<file path="src/rtl/onoff_pkg.sv">
// types, constants and saturating helpers shared by the on/off period statistics block
package onoff_pkg;

	// sequencer states
	typedef enum logic [4:0] {
		S_IDLE,
		S_SEARCH,
		S_LOAD,
		S_CAP,
		S_EVAL,
		S_MUL_GO,
		S_MUL_W,
		S_DIV_GO,
		S_DIV_W,
		S_RSQ_GO,
		S_RSQ_W,
		S_GSQ_GO,
		S_GSQ_W,
		S_UPD,
		S_WR,
		S_RD1,
		S_RD2,
		S_EMIT
	} state_t;

	// operations of the shared arithmetic unit
	typedef enum logic [1:0] {
		OP_MUL,
		OP_DIV,
		OP_SQ
	} alu_op_t;

	typedef struct packed {
		logic    start;
		alu_op_t op;
	} alu_req_t;

	typedef struct packed {
		logic done;
		logic busy;
	} alu_rsp_t;

	// open period of one user
	typedef struct packed {
		logic [47:0] start_us;
		logic [47:0] end_us;
		logic [47:0] bytes;
	} per_t;

	// running totals of one user
	typedef struct packed {
		logic [31:0] on_transfers;
		logic [31:0] off_times;
		logic [63:0] user_bytes;
		logic [63:0] on_duration_sum_us;
		logic [63:0] on_rate_sum;
		logic [63:0] on_rate_sq_sum;
		logic [47:0] max_on_rate;
		logic [63:0] off_duration_sum_us;
		logic [63:0] off_duration_sq_sum;
	} tot_t;

	// result status codes
	localparam logic [2:0] ST_EXTENDED   = 3'd0;
	localparam logic [2:0] ST_NEW_USER   = 3'd1;
	localparam logic [2:0] ST_CLOSED     = 3'd2;
	localparam logic [2:0] ST_FULL       = 3'd3;
	localparam logic [2:0] ST_READ_OK    = 3'd4;
	localparam logic [2:0] ST_READ_EMPTY = 3'd5;

	// configuration register indexes
	localparam logic [1:0] CFG_MAX_SILENCE = 2'd0;
	localparam logic [1:0] CFG_TRACE_DUR   = 2'd1;
	localparam logic [1:0] CFG_SERVER_PORT = 2'd2;

	// reset values of the configuration registers
	localparam logic [31:0] RST_MAX_SILENCE = 32'd0;
	localparam logic [31:0] RST_TRACE_DUR   = 32'hFFFF_FFFF;
	localparam logic [15:0] RST_SERVER_PORT = 16'd80;

	// microseconds per second and the long ON period limit
	localparam logic [19:0] MICRO_SCALE = 20'd1000000;
	localparam logic [47:0] LONG_ON_US  = 48'd2000000;

	function automatic logic [63:0] sat_add64(input logic [63:0] a, input logic [63:0] b);
		logic [64:0] s;
		s = {1'b0, a} + {1'b0, b};
		return s[64] ? {64{1'b1}} : s[63:0];
	endfunction

	function automatic logic [47:0] sat_add48(input logic [47:0] a, input logic [47:0] b);
		logic [48:0] s;
		s = {1'b0, a} + {1'b0, b};
		return s[48] ? {48{1'b1}} : s[47:0];
	endfunction

	function automatic logic [31:0] sat_inc32(input logic [31:0] a);
		return (a == {32{1'b1}}) ? a : a + 32'd1;
	endfunction

endpackage

</file>
<file path="src/rtl/onoff_alu.sv">
// shared bit-serial unit: multiply by one million, divide, saturating square
module onoff_alu (
	input  logic                 clk,
	input  logic                 arst_n,
	input  onoff_pkg::alu_req_t  req,
	input  logic [47:0]          opa,
	output onoff_pkg::alu_rsp_t  rsp,
	output logic [63:0]          result
);

	localparam logic [6:0] MUL_STEPS = 7'($bits(onoff_pkg::MICRO_SCALE));
	localparam logic [6:0] DIV_STEPS = 7'd68;
	localparam logic [6:0] SQ_STEPS  = 7'd48;

	logic [67:0]         acc_q;
	logic [47:0]         rem_q;
	logic [47:0]         mcand_q;
	logic [47:0]         mplier_q;
	logic [6:0]          cnt_q;
	logic                done_q;
	logic                ovf_q;
	onoff_pkg::alu_op_t  op_q;

	logic [67:0] addend;
	logic [67:0] mac_sum;
	logic [48:0] trial;
	logic [48:0] diff;
	logic        ge;
	logic [47:0] rem_next;

	// one shift-add or one shift-subtract step
	always_comb begin
		addend   = mplier_q[47] ? {20'b0, mcand_q} : '0;
		mac_sum  = {acc_q[66:0], 1'b0} + addend;
		trial    = {rem_q, acc_q[67]};
		diff     = trial - {1'b0, mcand_q};
		ge       = trial >= {1'b0, mcand_q};
		rem_next = ge ? diff[47:0] : trial[47:0];
	end

	// step counter and done flag
	always_ff @(posedge clk or negedge arst_n) begin
		if (!arst_n) begin
			cnt_q  <= '0;
			done_q <= 1'b0;
		end else if (req.start) begin
			done_q <= 1'b0;
			case (req.op)
				onoff_pkg::OP_MUL: cnt_q <= MUL_STEPS;
				onoff_pkg::OP_DIV: cnt_q <= DIV_STEPS;
				onoff_pkg::OP_SQ:  cnt_q <= SQ_STEPS;
				default:           cnt_q <= '0;
			endcase
		end else if (cnt_q != '0) begin
			cnt_q  <= cnt_q - 7'd1;
			done_q <= (cnt_q == 7'd1);
		end else begin
			done_q <= 1'b0;
		end
	end

	// datapath; a divide keeps the product left in the accumulator as numerator
	always_ff @(posedge clk) begin
		if (req.start) begin
			op_q    <= req.op;
			mcand_q <= opa;
			ovf_q   <= 1'b0;
			case (req.op)
				onoff_pkg::OP_MUL: begin
					acc_q    <= '0;
					mplier_q <= {onoff_pkg::MICRO_SCALE, 28'b0};
				end
				onoff_pkg::OP_DIV: begin
					rem_q <= '0;
				end
				default: begin
					acc_q    <= '0;
					mplier_q <= opa;
				end
			endcase
		end else if (cnt_q != '0) begin
			case (op_q)
				onoff_pkg::OP_DIV: begin
					acc_q <= {acc_q[66:0], ge};
					rem_q <= rem_next;
				end
				default: begin
					acc_q    <= mac_sum;
					mplier_q <= {mplier_q[46:0], 1'b0};
					ovf_q    <= ovf_q | (|mac_sum[67:64]);
				end
			endcase
		end
	end

	assign result   = (op_q == onoff_pkg::OP_SQ && ovf_q) ? {64{1'b1}} : acc_q[63:0];
	assign rsp.done = done_q;
	assign rsp.busy = (cnt_q != '0);

endmodule

</file>
<file path="config.mk">
export PLATFORM = sky130hd
export DESIGN_NAME = onoff_alu
export DESIGN_NICKNAME = d
export VERILOG_FILES = /design/src/rtl/onoff_pkg.sv /design/src/rtl/onoff_alu.sv
export SDC_FILE = /design/constraint.sdc
export NUM_CORES = 1
export LEC_CHECK = 0
export ABC_CLOCK_PERIOD_IN_PS = 6800
export BUFFER_PORTS_ARGS = -buffer_cell sky130_fd_sc_hd__buf_2
export CORE_UTILIZATION = 48
export CTS_CLUSTER_DIAMETER = 100
export DETAILED_ROUTE_END_ITERATION = 10
export GPL_TIMING_DRIVEN = 0
export HOLD_SLACK_MARGIN = 0.15
export PLACE_DENSITY = 0.68
export SYNTH_ARGS = -nofsm -noshare
export SYNTH_HDL_FRONTEND = slang
export SYNTH_SLANG_ARGS = --single-unit
</file>
<file path="constraint.sdc">
create_clock -name clk -period 6.8 [get_ports clk]
set_input_delay 1.36 -clock clk [delete_from_list [all_inputs] [get_ports clk]]
set_output_delay 1.36 -clock clk [all_outputs]
set_load 0.05 [all_outputs]
</file>
# Word level (Yosys, flattened, before mapping)
# Index checks and enable logic that the tools add are counted.
# classes
n_addsub,3
order_cmp,1
n_eq_ne,8
mux,20
bitwise_logic,2
n_reduce_logical,10
# ops
operator,count
two-way mux 48 bit,9
two-way mux 68 bit,4
one-hot mux 48 bit (2 select lines),1
adder 68 x 48 -> 68 bit,1
two-way mux 64 bit,1
>= comparator 49 x 48 -> 1 bit,1
subtractor 48 bit,1
one-hot mux 7 bit (3 select lines),1
two-way mux 7 bit,2
"equality test 7 x 1 -> 1 bit, second input constant",1
nonzero test 7 bit,1
"subtractor 7 x 1 -> 7 bit, second input constant",1
AND reduction 3 bit,2
"equality test 2 x 1 -> 1 bit, second input constant",2
"equality test 2 bit, second input constant",2
"inequality test 2 bit, second input constant",2
AND reduction 2 bit,2
nonzero test 2 bit,2
OR reduction 4 bit,1
zero test 2 bit,1
two-way mux 1 bit,2
"inequality test 2 x 1 -> 1 bit, second input constant",1
logical AND 1 bit,1
NOT 1 bit,1
bitwise OR 1 bit,1
# totals
regBits,223
in_bits,53
output_inout_bits,66
elab_cells,52

# Depth between registers and ports, before layout
# logic_depth
word_depth,5
ltp_mapped,16
mapped_depth_nobuf,13

# Worst setup path before layout
# Ideal clock, no wire load.
# synth_path
path_kind,input to register
from,input req[2] (netlist name)
to,register acc_q[0] (enable)
setup_time_ps,598
arrival_ps,7182
setup_slack_ps,-980
stages,6
path_buffers,4
path_cell_list,clkbuf_1 > inv_1 > clkbuf_1 > clkbuf_1 > clkbuf_1 > a21boi_0
# synth_via
elab_chain_len,2
elab_cells_between_ends,3
# synth_rtl
item,line_no,source
from (decl),onoff_alu.sv:5,"input onoff_pkg::alu_req_t req,"
inequality test 2 bit (no source line) or nonzero test 2 bit (tied branches),-,
AND reduction 2 bit (no source line) *,-,
to (signal assigned),onoff_alu.sv:84,"acc_q <= {acc_q[66:0], ge};"
to (signal assigned),onoff_alu.sv:88,acc_q <= mac_sum;
to (decl),onoff_alu.sv:15,logic [67:0] acc_q;
# Mark *: on every way between the ends. The rest lies on a longest branch, timed or not.
# A chain may end at the register's enable or synchronous reset.

# Final worst setup path
# layout_path
from,input req[2] (netlist name)
to,register acc_q[14] (enable)
# The elaborated chain is that of the path after synthesis.

==> flow_summary.toml <==
[clock_tree]
clockBufferDepth = 3
cts_root_buf = "clkbuf_16"
ctsResizeCount = 0
cts_sinks = 223
clk_pin_slew_ns = 0.06
hold_buffers = 0
cts_tree = "yes"
clk_latency_ns = 0.55
h-tree-depth = 1
post-cts-setup-buffers = 0
cts_buffers = 27

[placement]
dp_hpwl_um = 36100
dpl_cell_area_um2 = 17100
gp_congestion = 0.962
portBuffers = 118

[floorplan]
die_w_um = 184
start_util = 0.487
row_count = 66
dieArea_um2 = 33700
floorplan.die.height_um = 184
num_io_pins = 119
core-area_um2 = 32500

[worst_setup_path]
crit_arrival_ns = 5.21
r2r-end = "acc_q[60]"
r2r_cells = 16
r2r_setup_slack_ns = 2.18
startpoint = "req[2]"
r2r-start = "mplier_q[47]"
critPathBufInv = 7
max_stage_delay_ns = 0.92
crit_chain = "buf_2 > clkbuf_1 > inv_1 > clkbuf_1 > clkbuf_1 > clkbuf_1 > a21boi_4 > buf_12"
crit_top_cell = "clkbuf_1"
critical-path-top-delay-family = "buffers and inverters"
cp_max_fo = 51
critPathKind = "primary input to flop"
worstSetupEndpointType = "flop"
start_kind = "primary input"
critPathRequiredTime_ns = 7.04
crit_slowest_cell = "buf_2"

[min_path]
min_from = "cnt_q[2]"
hold_end = "done_q"
worstHoldPathType = "flop to flop"
hold_path_depth = 1

[yosys]
ys_ff_latch = 223
synth.avg_cell_area_um2 = 9.21
seq_area_frac_synth = 0.420
synthesis.area_um2 = 15800
syn_inst = 1719
yosys_warnings = 0
ys.flop_type = "edfxtp_1"
synthDistinctLibCells = 80
synth-edff-count = 214
postSynth.asyncResetShare = 0.0359
syn-num-nets = 1871

[sta]
hold_viol = 0
rsz0062_at_grt = "no"
whs_ns = 0.436
worstMarginPinSlew_ns = 1.30
max_freq_mhz = 201
fin_crit_sh = 0.732
slew_violations = 0
setup_viol = 0
min_period_ns = 4.97
slew_headroom = 0.134
fin_setup_tns_ns = 0
fin_skew_ns = 0.0115

[finish]
area_delta_synth_final_pct = 13.7
layout-drive-gt1-share = 0.106
n_fill_cell = 3063
final_cell_mix = "edfxtp_1, a21oi_1, nand2_1"
nets = 2024
final_common_cell = "edfxtp_1"
design_area_um2 = 18000

[global_route]
grt_pass1_vias = 13200
antenna_found_initial = 5
grt.overflow.total = 0
grt_pass1_wl_um = 73400
grt.total_usage = 0.281
grt_max_degree = 52

[status]
outcome = "completed"

[drt]
antenna_left = 0
vias = 14000
viasPerCell = 6.01
drt-initial-drc-count = 1149
drc = 0
first_pass_iters = 6
wirelength_um = 47600
route.detailed.wl_per_inst_um = 20.4

[power]
p_leak_nw = 7.49
ir_drop_v = 0.000332
power.density_nw_per_um2 = 339

[job]
drv_cap = 0
-- synthesized netlist by cell type, drive strengths merged, types with 9 or more instances --
library cell  instances  share of area
edfxtp              214           0.41
xnor2                63          0.035
nor2                 94          0.022
inv                  90          0.021
ha                   97          0.077
o211ai               10         0.0047
or3                  18         0.0071
a21o                 49          0.023
nor4                 11         0.0047
xor2                 27          0.015
o31ai                14         0.0070
a211oi               34          0.016
and2                 50          0.020
nand2b               70          0.028
a31oi                 9         0.0036
nand3                71          0.022
nor3                 35          0.011
nand2               148          0.035
o21bai               13         0.0069
clkbuf               83          0.020
a22o                 40          0.022
and3                 10         0.0043
nand4                24         0.0095
buf                  16         0.0047
o21ai               108          0.034
a21oi               203          0.064
-- through the flow --
stage	worst slack, ns	power [mW]	utilization	instances
floorplan	0.874	3.99	-	1719
global placement	-2.68	4.60	0.522	2279
detailed placement	1.33	4.64	0.526	2285
CTS	1.91	6.10	0.553	2334
global route	1.67	6.45	0.553	2334
finish	1.83	6.10	0.553	2337
-- cells by family (layout without fill, tap and decap cells) --
group                      count (synthesis)  count (layout)  share of synthesized area
AOI/OAI and AO/OA                        553             553                      0.225
xor gates and xnor gates                  90              90                     0.0498
adders and majority gates                 99              99                     0.0792
buffers and inverters                    189             362                     0.0458
DFF                                      223             223                      0.420
muxes                                      1               1                   0.000711
other                                      0               3                          0
and+or+nand+nor                          564             564                      0.180
-- registers in the layout, summed over array words and instances, names as in the netlist --
| signal | count |
|---|---|
| mplier_q | 48 |
| done_q | 1 |
| ovf_q | 1 |
| mcand_q | 48 |
| acc_q | 68 |
| cnt_q | 7 |
| rem_q | 48 |
| op_q | 2 |
-- area by class of cell --
type / count / area, µm² / area share
antenna: 3 / 7.51 / 0.000417
buffer: 99 / 387 / 0.0215
clock buffer: 31 / 691 / 0.0384
clock inverter: 18 / 181 / 0.0101
inverter: 90 / 338 / 0.0188
multi-input combinational: 1307 / 8500 / 0.472
sequential: 223 / 6650 / 0.369
tap: 442 / 553 / 0.0307
timing repair buffer: 124 / 691 / 0.0384
-- worst max-delay path by stage --
stage,endpoint,slack (ns),cells after the start
2_1_floorplan,acc_q[0],0.87,6
3_3_place_gp,acc_q[14],-2.68,7
3_5_place_dp,acc_q[15],1.33,8
4_1_cts,acc_q[14],1.91,8
5_1_grt,acc_q[16],1.67,8
6_report,acc_q[14],1.83,8
-- power breakdown --
part	leakage, nW	internal, mW	switching (mW)
clock	0.426	0.844	0.601
sequential	2.31	1.82	0.203
combinational	4.75	0.891	1.74
total	7.49	3.56	2.54
-- routing by layer --
layer | vias to the layer above | GRT usage | share of wire
met5 | - | 0 | 0.00061
met1 | 6720 | 0.390 | 0.45
met2 | 550 | 0.442 | 0.44
met4 | 4 | 0.102 | 0.035
li1 | 6665 | - | -
met3 | 96 | 0.0446 | 0.075
(Power assumes the default switching activity.)
